`config.mk`:
```
export PLATFORM = sky130hd
export DESIGN_NAME = ipv4_receive_header_filter
export DESIGN_NICKNAME = d
export VERILOG_FILES = /design/src/rtl/ipv4rhf_pkg.sv /design/src/rtl/ipv4rhf_front.sv /design/src/rtl/ipv4rhf_queue.sv /design/src/rtl/ipv4rhf_back.sv /design/src/rtl/ipv4_receive_header_filter.sv
export VERILOG_INCLUDE_DIRS = /design/src /design/src/rtl
export SDC_FILE = /design/constraint.sdc
export NUM_CORES = 1
export LEC_CHECK = 0
export BUFFER_PORTS_ARGS = -buffer_cell sky130_fd_sc_hd__buf_4
export CAP_MARGIN = 20
export CORE_MARGIN = 4
export CORE_UTILIZATION = 45
export DETAILED_ROUTE_END_ITERATION = 12
export PLACE_DENSITY = 0.72
export SLEW_MARGIN = 20
export SYNTH_ARGS = -nofsm -noshare
export SYNTH_HDL_FRONTEND = slang
export SYNTH_HIERARCHICAL = 1
export SYNTH_SLANG_ARGS = --single-unit
```
`constraint.sdc`:
```
create_clock -name clk -period 14.2 [get_ports clk]
set_clock_uncertainty 0.1 [all_clocks]
set_input_delay 3.55 -clock clk [delete_from_list [all_inputs] [get_ports clk]]
set_output_delay 3.55 -clock clk [all_outputs]
set_load 0.05 [all_outputs]
```
`src/rtl/ipv4_receive_header_filter_macros.svh`:
```
// Assertion macros shared by the receive header filter RTL.
// Define ASSERT_OFF to compile the assertions out.
`ifndef IPV4_RECEIVE_HEADER_FILTER_MACROS_SVH
`define IPV4_RECEIVE_HEADER_FILTER_MACROS_SVH
`ifndef ASSERT_OFF
`define ASSERT_HOLDS(lbl, clk, rst, prop, msg) \
  lbl: assert property (@(posedge clk) disable iff (rst) (prop)) else $error(msg);
`define ASSERT_IMPLIES(lbl, clk, rst, ante, cons, msg) \
  lbl: assert property (@(posedge clk) disable iff (rst) (ante) |-> (cons)) else $error(msg);
`else
`define ASSERT_HOLDS(lbl, clk, rst, prop, msg)
`define ASSERT_IMPLIES(lbl, clk, rst, ante, cons, msg)
`endif
`endif

```
`src/rtl/ipv4rhf_pkg.sv`:
```
package ipv4rhf_pkg;

  typedef enum logic [2:0] {
    VERDICT_ACCEPTED      = 3'd0,
    VERDICT_SHORT         = 3'd1,
    VERDICT_VERSION       = 3'd2,
    VERDICT_HEADER_LENGTH = 3'd3,
    VERDICT_TOTAL_LENGTH  = 3'd4,
    VERDICT_CHECKSUM      = 3'd5,
    VERDICT_NOT_OURS      = 3'd6
  } verdict_t;

  typedef enum logic [1:0] {
    CLASS_ICMP  = 2'd0,
    CLASS_UDP   = 2'd1,
    CLASS_TCP   = 2'd2,
    CLASS_OTHER = 2'd3
  } protocol_class_t;

  typedef enum logic [1:0] {
    CFG_LOCAL_ADDRESS      = 2'd0,
    CFG_ADDRESS_CONFIGURED = 2'd1,
    CFG_LEASE_NEGOTIATING  = 2'd2
  } cfg_index_t;

  localparam logic [7:0]  PROTO_ICMP        = 8'd1;
  localparam logic [7:0]  PROTO_UDP         = 8'd17;
  localparam logic [7:0]  PROTO_TCP         = 8'd6;
  localparam logic [3:0]  IP_VERSION_4      = 4'd4;
  localparam logic [15:0] MIN_HEADER_BYTES  = 16'd20;
  localparam logic [15:0] COUNT_MAX         = 16'hFFFF;
  localparam logic [31:0] BROADCAST_ADDRESS = 32'hFFFF_FFFF;

  typedef struct packed {
    logic [31:0] local_address;
    logic        address_configured;
    logic        lease_negotiating;
  } cfg_t;

  // Everything the verdict stage needs about one finished packet.
  typedef struct packed {
    logic [15:0] byte_count;
    logic [7:0]  version_and_length;
    logic [15:0] dgram_length;
    logic [7:0]  protocol_number;
    logic [31:0] source;
    logic [31:0] destination;
    logic [15:0] stored_checksum;
    logic [15:0] header_sum;
  } pkt_summary_t;

endpackage

```
`src/rtl/ipv4rhf_front.sv`:
```
module ipv4rhf_front import ipv4rhf_pkg::*; (
  input  logic         clk,
  input  logic         rst,
  input  logic         accept,
  input  logic [7:0]   data_byte,
  input  logic         last_byte,
  output logic         push,
  output pkt_summary_t summary
);

  // Byte offsets of the header fields.
  localparam logic [15:0] OFS_TOTAL_HI = 16'd2;
  localparam logic [15:0] OFS_TOTAL_LO = 16'd3;
  localparam logic [15:0] OFS_PROTOCOL = 16'd9;
  localparam logic [15:0] OFS_CSUM_HI  = 16'd10;
  localparam logic [15:0] OFS_CSUM_LO  = 16'd11;
  localparam logic [15:0] OFS_SRC_FIRST = 16'd12;
  localparam logic [15:0] OFS_SRC_LAST  = 16'd15;
  localparam logic [15:0] OFS_DST_FIRST = 16'd16;
  localparam logic [15:0] OFS_DST_LAST  = 16'd19;

  logic [15:0] byte_count, byte_count_next;
  logic [7:0]  version_and_length, version_and_length_next;
  logic [15:0] total_length_field, total_length_field_next;
  logic [7:0]  protocol_number, protocol_number_next;
  logic [31:0] source_field, source_field_next;
  logic [31:0] destination_field, destination_field_next;
  logic [15:0] stored_checksum, stored_checksum_next;
  logic [15:0] sum_accumulator, sum_accumulator_next;
  logic [7:0]  high_byte_hold, high_byte_hold_next;

  logic [5:0]  hlen;
  logic [15:0] word;
  logic [16:0] raw_sum;

  always_comb begin
    version_and_length_next = (byte_count == '0) ? data_byte : version_and_length;
    hlen = {version_and_length_next[3:0], 2'b00};

    total_length_field_next = total_length_field;
    protocol_number_next    = protocol_number;
    stored_checksum_next    = stored_checksum;
    source_field_next       = source_field;
    destination_field_next  = destination_field;
    case (byte_count) inside
      OFS_TOTAL_HI: total_length_field_next = {data_byte, total_length_field[7:0]};
      OFS_TOTAL_LO: total_length_field_next = {total_length_field[15:8], data_byte};
      OFS_PROTOCOL: protocol_number_next = data_byte;
      OFS_CSUM_HI:  stored_checksum_next = {data_byte, stored_checksum[7:0]};
      OFS_CSUM_LO:  stored_checksum_next = {stored_checksum[15:8], data_byte};
      [OFS_SRC_FIRST:OFS_SRC_LAST]: source_field_next = {source_field[23:0], data_byte};
      [OFS_DST_FIRST:OFS_DST_LAST]:
        destination_field_next = {destination_field[23:0], data_byte};
      default: ;
    endcase

    // Ones' complement sum with end-around carry; the checksum word counts as zero.
    word = (byte_count == OFS_CSUM_LO) ? 16'd0 : {high_byte_hold, data_byte};
    raw_sum = {1'b0, sum_accumulator} + {1'b0, word};
    high_byte_hold_next  = high_byte_hold;
    sum_accumulator_next = sum_accumulator;
    if (!byte_count[0]) begin
      high_byte_hold_next = data_byte;
    end else if (byte_count < {10'd0, hlen}) begin
      sum_accumulator_next = raw_sum[15:0] + {15'd0, raw_sum[16]};
    end

    byte_count_next = (byte_count == COUNT_MAX) ? byte_count : byte_count + 16'd1;
  end

  always_ff @(posedge clk) begin
    if (rst || (accept && last_byte)) begin
      byte_count         <= '0;
      version_and_length <= '0;
      total_length_field <= '0;
      protocol_number    <= '0;
      source_field       <= '0;
      destination_field  <= '0;
      stored_checksum    <= '0;
      sum_accumulator    <= '0;
      high_byte_hold     <= '0;
    end else if (accept) begin
      byte_count         <= byte_count_next;
      version_and_length <= version_and_length_next;
      total_length_field <= total_length_field_next;
      protocol_number    <= protocol_number_next;
      source_field       <= source_field_next;
      destination_field  <= destination_field_next;
      stored_checksum    <= stored_checksum_next;
      sum_accumulator    <= sum_accumulator_next;
      high_byte_hold     <= high_byte_hold_next;
    end
  end

  assign push = accept && last_byte;

  always_comb begin
    summary.byte_count         = byte_count_next;
    summary.version_and_length = version_and_length_next;
    summary.dgram_length       = total_length_field_next;
    summary.protocol_number    = protocol_number_next;
    summary.source             = source_field_next;
    summary.destination        = destination_field_next;
    summary.stored_checksum    = stored_checksum_next;
    summary.header_sum         = sum_accumulator_next;
  end

endmodule

```
`src/rtl/ipv4rhf_queue.sv`:
```
`include "ipv4_receive_header_filter_macros.svh"
module ipv4rhf_queue import ipv4rhf_pkg::*; #(
  parameter int DEPTH = 2
) (
  input  logic         clk,
  input  logic         rst,
  input  logic         push,
  input  pkt_summary_t push_data,
  input  logic         pop,
  output pkt_summary_t head,
  output logic         empty,
  output logic         full
);

  localparam int PTR_W = (DEPTH > 1) ? $clog2(DEPTH) : 1;
  localparam int CNT_W = $clog2(DEPTH + 1);

  pkt_summary_t entries [DEPTH];
  logic [PTR_W-1:0] wr_ptr, rd_ptr;
  logic [CNT_W-1:0] count;

  assign empty = (count == '0);
  assign full  = (count == CNT_W'(DEPTH));
  assign head  = entries[rd_ptr];

  always_ff @(posedge clk) begin
    if (push) begin
      entries[wr_ptr] <= push_data;
    end
  end

  always_ff @(posedge clk) begin
    if (rst) begin
      wr_ptr <= '0;
      rd_ptr <= '0;
      count  <= '0;
    end else begin
      if (push) begin
        wr_ptr <= (wr_ptr == PTR_W'(DEPTH - 1)) ? '0 : wr_ptr + PTR_W'(1);
      end
      if (pop) begin
        rd_ptr <= (rd_ptr == PTR_W'(DEPTH - 1)) ? '0 : rd_ptr + PTR_W'(1);
      end
      if (push && !pop) begin
        count <= count + CNT_W'(1);
      end else if (pop && !push) begin
        count <= count - CNT_W'(1);
      end
    end
  end

  `ASSERT_HOLDS(a_count_bound, clk, rst, count <= CNT_W'(DEPTH), "queue count above depth")
  `ASSERT_IMPLIES(a_no_overflow, clk, rst, push, !full || pop, "push into a full queue")
  `ASSERT_IMPLIES(a_no_underflow, clk, rst, pop, !empty, "pop from an empty queue")

endmodule

```
`src/rtl/ipv4rhf_back.sv`:
```
`include "ipv4_receive_header_filter_macros.svh"
module ipv4rhf_back import ipv4rhf_pkg::*; (
  input  logic         clk,
  input  logic         rst,
  input  cfg_t         cfg,
  input  pkt_summary_t head,
  input  logic         empty,
  output logic         pop,
  output logic         out_valid,
  input  logic         out_stall,
  output logic [2:0]   verdict,
  output logic [1:0]   protocol_class,
  output logic [31:0]  source_address,
  output logic [31:0]  destination_address,
  output logic [5:0]   payload_offset,
  output logic [15:0]  payload_length
);

  logic [5:0]      hlen;
  logic [15:0]     hlen_wide;
  logic            ours;
  verdict_t        verdict_next;
  protocol_class_t class_next;
  logic [15:0]     plen_next;
  logic            out_valid_next;

  assign pop = !empty && (!out_valid || !out_stall);

  always_comb begin
    hlen      = {head.version_and_length[3:0], 2'b00};
    hlen_wide = {10'd0, hlen};
    ours = (head.destination == cfg.local_address) ||
           (head.destination == BROADCAST_ADDRESS) ||
           (cfg.local_address == '0 && !cfg.address_configured) ||
           (!cfg.address_configured && cfg.lease_negotiating);

    if (head.byte_count < MIN_HEADER_BYTES) begin
      verdict_next = VERDICT_SHORT;
    end else if (head.version_and_length[7:4] != IP_VERSION_4) begin
      verdict_next = VERDICT_VERSION;
    end else if (hlen_wide < MIN_HEADER_BYTES || hlen_wide > head.byte_count) begin
      verdict_next = VERDICT_HEADER_LENGTH;
    end else if (head.dgram_length > head.byte_count || head.dgram_length < hlen_wide) begin
      verdict_next = VERDICT_TOTAL_LENGTH;
    end else if (~head.header_sum != head.stored_checksum) begin
      verdict_next = VERDICT_CHECKSUM;
    end else if (ours) begin
      verdict_next = VERDICT_ACCEPTED;
    end else begin
      verdict_next = VERDICT_NOT_OURS;
    end

    case (head.protocol_number)
      PROTO_ICMP: class_next = CLASS_ICMP;
      PROTO_UDP:  class_next = CLASS_UDP;
      PROTO_TCP:  class_next = CLASS_TCP;
      default:    class_next = CLASS_OTHER;
    endcase

    plen_next = (verdict_next == VERDICT_ACCEPTED) ? head.dgram_length - hlen_wide : 16'd0;
    out_valid_next = pop || (out_valid && out_stall);
  end

  always_ff @(posedge clk) begin
    if (rst) begin
      out_valid <= 1'b0;
    end else begin
      out_valid <= out_valid_next;
    end
  end

  always_ff @(posedge clk) begin
    if (pop) begin
      verdict             <= verdict_next;
      protocol_class      <= class_next;
      source_address      <= head.source;
      destination_address <= head.destination;
      payload_offset      <= hlen;
      payload_length      <= plen_next;
    end
  end

  `ASSERT_IMPLIES(a_reject_zero_len, clk, rst, out_valid && verdict != VERDICT_ACCEPTED, payload_length == 16'd0, "rejected packet carries a payload length")
  `ASSERT_IMPLIES(a_accept_hlen, clk, rst, out_valid && verdict == VERDICT_ACCEPTED, payload_offset >= 6'd20, "accepted packet with a short header")
  `ASSERT_HOLDS(a_verdict_range, clk, rst, !out_valid || verdict <= VERDICT_NOT_OURS, "verdict code out of range")

endmodule

```
`src/rtl/ipv4_receive_header_filter.sv`:
```
// Channel   Direction  Handshake              Payload
// in        receive    in_valid / in_stall    data_byte, last_byte
// out       send       out_valid / out_stall  verdict, protocol_class, source_address,
//                                             destination_address, payload_offset,
//                                             payload_length
// cfg       receive    cfg_valid / cfg_ready  cfg_index, cfg_data
//
// One byte is taken per cycle unless the input is stalled. A packet's summary enters the
// queue when its last byte is accepted; the verdict stage registers its result when it
// pops that summary. The front stalls the input only while the summary queue is full,
// which with the default depth means two finished packets wait behind a stalled output.
// Reset is synchronous and clears the configuration, the queue and all per-packet state.
module ipv4_receive_header_filter import ipv4rhf_pkg::*; #(
  parameter int QUEUE_DEPTH = 2
) (
  input  logic        clk,
  input  logic        rst,
  // Byte stream in.
  input  logic        in_valid,
  output logic        in_stall,
  input  logic [7:0]  data_byte,
  input  logic        last_byte,
  // One result per packet out.
  output logic        out_valid,
  input  logic        out_stall,
  output logic [2:0]  verdict,
  output logic [1:0]  protocol_class,
  output logic [31:0] source_address,
  output logic [31:0] destination_address,
  output logic [5:0]  payload_offset,
  output logic [15:0] payload_length,
  // Configuration writes.
  input  logic        cfg_valid,
  output logic        cfg_ready,
  input  logic [1:0]  cfg_index,
  input  logic [31:0] cfg_data
);

  cfg_t         cfg;
  logic         in_accept;
  logic         push;
  logic         pop;
  logic         q_empty;
  logic         q_full;
  pkt_summary_t push_data;
  pkt_summary_t q_head;

  // Configuration writes are always taken; an index past the register list is ignored.
  assign cfg_ready = 1'b1;

  always_ff @(posedge clk) begin
    if (rst) begin
      cfg <= '0;
    end else if (cfg_valid && cfg_ready) begin
      case (cfg_index)
        CFG_LOCAL_ADDRESS:      cfg.local_address      <= cfg_data;
        CFG_ADDRESS_CONFIGURED: cfg.address_configured <= cfg_data[0];
        CFG_LEASE_NEGOTIATING:  cfg.lease_negotiating  <= cfg_data[0];
        default: ;
      endcase
    end
  end

  // The front only holds the stream back when it has nowhere to put a finished packet.
  assign in_stall  = q_full;
  assign in_accept = in_valid && !in_stall;

  // Front: captures header fields and keeps the running header checksum per byte.
  ipv4rhf_front u_front (
    .clk       (clk),
    .rst       (rst),
    .accept    (in_accept),
    .data_byte (data_byte),
    .last_byte (last_byte),
    .push      (push),
    .summary   (push_data)
  );

  // Short queue of finished packet summaries that decouples the two sides.
  ipv4rhf_queue #(
    .DEPTH (QUEUE_DEPTH)
  ) u_queue (
    .clk       (clk),
    .rst       (rst),
    .push      (push),
    .push_data (push_data),
    .pop       (pop),
    .head      (q_head),
    .empty     (q_empty),
    .full      (q_full)
  );

  // Back: runs the checks in order and holds the result until the consumer takes it.
  ipv4rhf_back u_back (
    .clk                 (clk),
    .rst                 (rst),
    .cfg                 (cfg),
    .head                (q_head),
    .empty               (q_empty),
    .pop                 (pop),
    .out_valid           (out_valid),
    .out_stall           (out_stall),
    .verdict             (verdict),
    .protocol_class      (protocol_class),
    .source_address      (source_address),
    .destination_address (destination_address),
    .payload_offset      (payload_offset),
    .payload_length      (payload_length)
  );

endmodule
```
# Word-level counts from Yosys, hierarchy flattened
# Memories as Yosys holds them, arrays and structs flattened. A register that Yosys moved wholly into a read port is not among the register bits.
# Index checks and enable logic that the tools add are counted.
word_totals:
  reg_bits: 280
  latchBits: 0
  mem_bits_rw: 288
  romBits: 0
  out_inout_bits: 94
  word_cells: 137
  n_memories: 1
op_classes:
  add_sub_neg: 8
  multipliers: 0
  div_mod_pow: 0
  n_lt_le_gt_ge: 10
  n_eq_ne: 16
  shifts: 0
  mux: 43
  bitwise: 2
  reduce_logical: 35
memory_table:
  columns: ["memory", "depth", "word_bits", "read_ports", "rd_clocked_by_memory_dff", "write_ports", "line_no", "text"]
  rows:
  - ["u_queue.entries", 2, 144, 1, 1, 1, "ipv4rhf_queue.sv:18", "pkt_summary_t entries [DEPTH];"]
op_table:
  columns: ["cell", "n"]
  rows:
  - ["$mux 32", 13]
  - ["$mux 16", 9]
  - ["$eq 16x4->1 const B", 3]
  - ["$mux 8", 6]
  - ["$eq 16x2->1 const B", 2]
  - ["$eq 32x32->1", 1]
  - ["$eq 32x32->1 const B", 1]
  - ["$logic_not 32->1", 1]
  - ["$lt 16x6->1", 2]
  - ["$mux 3", 6]
  - ["$add 16x16->17", 1]
  - ["$add 16x1->16", 1]
  - ["$add 16x1->16 const B", 1]
  - ["$eq 16x16->1 const B", 1]
  - ["$ge 16x4->1 const B", 1]
  - ["$ge 16x5->1 const B", 1]
  - ["$gt 16x16->1", 1]
  - ["$gt 6x16->1", 1]
  - ["$le 16x4->1 const B", 1]
  - ["$le 16x5->1 const B", 1]
  - ["$logic_not 16->1", 1]
  - ["$lt 16x5->1 const B", 1]
  - ["$ne 16x16->1", 1]
  - ["$not 16->16", 1]
  - ["22 further kinds", 56]

# Longest topological paths before layout
depth:
  depth_word: 11
  depth_mapped: 26
  depth_no_buf: 23

# Modules after synthesis
# The synthesis kept the hierarchy.
by_module_without_submodules:
  columns: ["module", "instances", "cells_each", "area_each_um2", "seq_area_each_um2"]
  rows:
  - ["ipv4rhf_queue", 1, 470, 10830.4, 8748.4]
  - ["ipv4rhf_front", 1, 987, 8963.6, 3042.9]
  - ["ipv4rhf_back", 1, 351, 4585.6, 2692.6]
  - ["ipv4_receive_header_filter", 1, 151, 1577.8, 680.7]

# Least setup slack after synthesis
# Ideal clock, no wire load.
synth_timing:
  path_kind: "input port to flip-flop"
  startpoint: "input in_valid"
  endpoint: "memory u_queue/entries[0][0] in the netlist's numbering, enable pin"
  setup_ns: 0.667
  arrival_time_ns: 10.247
  required_time_ns: 13.433
  path_slack_ns: 3.187
  cell_stages: 3
  path_buffers: 0
  cell_sequence: "nor2b_1 and2_1 nor2b_1"
synth_via:
  elab_chain_len: 4
synth_rtl:
  columns: ["item", "line_no", "text"]
  rows:
  - ["start: declaration", "ipv4_receive_header_filter.sv:19", "input logic in_valid,"]
  - ["$logic_and 1x1->1", "ipv4_receive_header_filter.sv:66", "assign in_accept = in_valid && !in_stall;"]
  - ["$logic_and 1x1->1", "ipv4rhf_front.sv:95", "assign push = accept && last_byte;"]
  - ["via push", "ipv4_receive_header_filter.sv:41", "logic push;"]
  - ["$mux 1", "ipv4rhf_queue.sv:27", "if (push) begin"]
  - ["$mux 1 (implied by the code)", "ipv4rhf_queue.sv:28", "entries[wr_ptr] <= push_data;"]
  - ["end: declaration", "ipv4rhf_queue.sv:18", null]
# The timed path passes the listed nets, and every way through them passes these cells.

==> summary.txt <==
P&R area growth vs syn: 13.3%
Top Ports: 142
vias in the first global route: 15600
fin cells: 2874
dominant cell type by area after synthesis: edfxtp_1
fmax: 136 MHz
multi-input logic area: 0.0101 mm^2
initial core utilization: 45.8%
max-cap violations: 0
H-tree Lvls: 2
CTS max path bufs: 3
Cell variety after synth: 82
main flop type after synthesis: edfxtp_1
dpl cell area: 0.0275 mm^2
Placement Setup Slack: 6.26 ns
CP Class: input pin to flop
Hold Buf Count CTS: 0
Pleak: 11.2 nW
share of cells above drive strength 1: 25.4%
Post-synth EDFFs: 377
CTS tree: done
largest net degree at the start of global routing: 107
Final Cycle Share: 51.8%
Post-CTS Setup Bufs: 0
Hold Crit Start: u_front/version_and_length[5]$_SDFFE_PP0P_
Final Setup Violations: 0
synth top area cells: edfxtp_1 (44%), dfxtp_1 (15%), mux2_2 (8.2%)
CP max FO: 12
vias: 15400
root buffer cell: clkbuf_16
Core Footprint: 0.0567 mm^2
ys async rst share: 0%
outcome: finished, final reports clean
met1 GRT Util: 23.5%
GR met3 Demand/Resource: 2.81%
DP Cell Count: 2767
initial antenna violation count: 1
largest family of logic cells by synthesized area: multiplexers
WHS: 0.371 ns
hold crit path type: flop to flop
worst-margin pin slew: 1.08 ns
first-pass GRT wire length: 87.6 mm
WP data required: 14.45 ns
FILL cells: 4724
Die ar.: 0.0616 mm^2
row cnt: 87
CP Launch Type: input pin
flop and latch count out of synthesis: 569
peak supply drop: 0.154 mV
flop2flop setup slack: 7.97 ns
Worst-Skew Late Latency: 0.61 ns
Crit. End Element: flop
met2 global-route usage: 30.5%
Worst Setup SP: data_byte[0]
die width: 248 um
top-area cell type share of the netlist area: 43.6%
Setup WS post-layout: 6.84 ns
simple-gate share of the synthesized area: 10.6%
most frequent cell after synthesis: edfxtp_1
Final nets: 2169
WP data arrival: 7.62 ns
Period minus WS final: 7.36 ns
busiest grt layer: met2
average routed wire per standard cell: 19.6 um
sequential cell area: 0.0152 mm^2
most instantiated cells after synthesis: edfxtp_1 (377), dfxtp_1 (192), mux2_2 (190), nor2_1 (186), mux2i_1 (152)
total track usage: 17.9%
YS warnings: 6
Post-Synth XOR/XNOR Area: 3.71%
mean post-synth cell area: 13.3 um^2
WL final: 56.3 mm
fin area: 0.0294 mm^2
Placer Congestion: 0.901
hpwl dp: 37.4 mm
Final Max Slew Viols: 0
CTS buffer count: 56
post-synthesis mux area share: 18.0%
number of iterations in the first detailed-routing pass: 5
ANT nets after route: 0
cts repair resizes: 0
Syn Inst Count: 1959
GRT overflow: 0
clock-pin slew on the worst setup and hold paths: 0.06 ns
initial drt markers: 952
clock sink count: 569
die height: 248 um
Compound-Gate Fraction of Synth Area: 3.77%
Synth Cell Area: 0.0260 mm^2
number of hold violations in the final report: 0
IO Port Bufs: 138
worst r2r src: u_front/byte_count[10]$_SDFFE_PP0P_
pwr/cell area: 174 mW/mm^2
fin util: 51.8%
Power Total: 5.10 mW
final setup TNS: 0 ns
RSZ-0062 raised after global routing: false
sequential area share after synthesis: 58.4%
Slew headroom: 27.7%
via density per instance: 5.37
Adder-Cell Fraction of Synth Area: 2.56%
drt drc: 0
[registers in the layout, indices dropped and copies added (netlist names), 32 cells and up, named ones only]
register,flops
u_back/source_address,32
u_queue/entries,288
u_front/source_field,32
cfg,34
u_back/destination_address,32
u_front/destination_field,32
[layer usage]
layer  part of all wire, %  vias to the layer above
met5                     0                        -
met4                   3.1                        0
met3                   4.6                      102
met2                    49                      378
met1                    44                     7591
li1                      -                     7353
[final timing paths]
check	to	cells after the start
setup reg to reg	u_queue/entries[1][5]$_DFFE_PP_	22
hold reg to reg	u_front/version_and_length[5]$_SDFFE_PP0P_	2
hold / removal	u_front/version_and_length[5]$_SDFFE_PP0P_	2
setup / recovery	u_queue/entries[1][5]$_DFFE_PP_	18
[cell families after synthesis]
group | Yosys count
muxes | 412
and+or+nand+nor | 520
xor gates and xnor gates | 110
other | 2
AOI/OAI and AO/OA | 148
adders and majority gates | 52
DFF | 569
buffers and inverters | 146
[power by group]
group | internal [mW] | switching, mW
logic | 0.543 | 0.989
clock network | 0.852 | 0.624
registers | 2.01 | 0.0820
total | 3.41 | 1.70
[cell usage in the layout (no fill, tap or decap), types with 4 or more instances in the layout]
cell / instances
xnor2_1: 42
nand4_1: 24
nand2b_1: 75
and2_1: 21
nor3_1: 29
inv_1: 40
mux2_4: 60
clkbuf_1: 16
nand3_1: 26
nor2b_1: 12
nand2_1: 56
buf_4: 155
a21oi_1: 42
clkbuf_8: 8
edfxtp_1: 377
xor2_1: 68
mux2_1: 10
mux2_2: 190
nor4_2: 4
mux2i_1: 152
nor3_2: 10
ha_1: 50
nand3b_1: 6
a211oi_1: 16
o211ai_1: 6
clkinv_2: 11
nor2_1: 186
a211o_1: 6
nor4_1: 28
o21ai_0: 29
or3_1: 7
a21o_1: 10
dfxtp_1: 191
clkbuf_16: 58
[area by class of cell]
type / instances / area share [%]
Sequential cell: 569 / 51.6
Multi-Input combinational cell: 1245 / 34.3
Clock buffer: 82 / 5.52
Timing Repair Buffer: 156 / 4.03
Tap cell: 756 / 3.22
Clock inverter: 24 / 0.800
Inverter: 41 / 0.523
Antenna cell: 1 / 0.00851
[worst max-delay path, cell delays in order]
cell and delay (ns):
buf_4 0.18, and2_1 0.16, ha_1 0.22, fa_1 0.43, a211o_1 0.30, nand2b_1 0.14
a21oi_1 0.12, nor2_1 0.14, o21bai_1 0.07, a21o_1 0.18, a21o_1 0.19, ha_1 0.21
and3_1 0.29, a31oi_1 0.21, o221ai_1 0.15, a2111oi_0 0.61, xnor2_1 0.16, mux2_2 0.30
(Power assumes the default switching activity.)
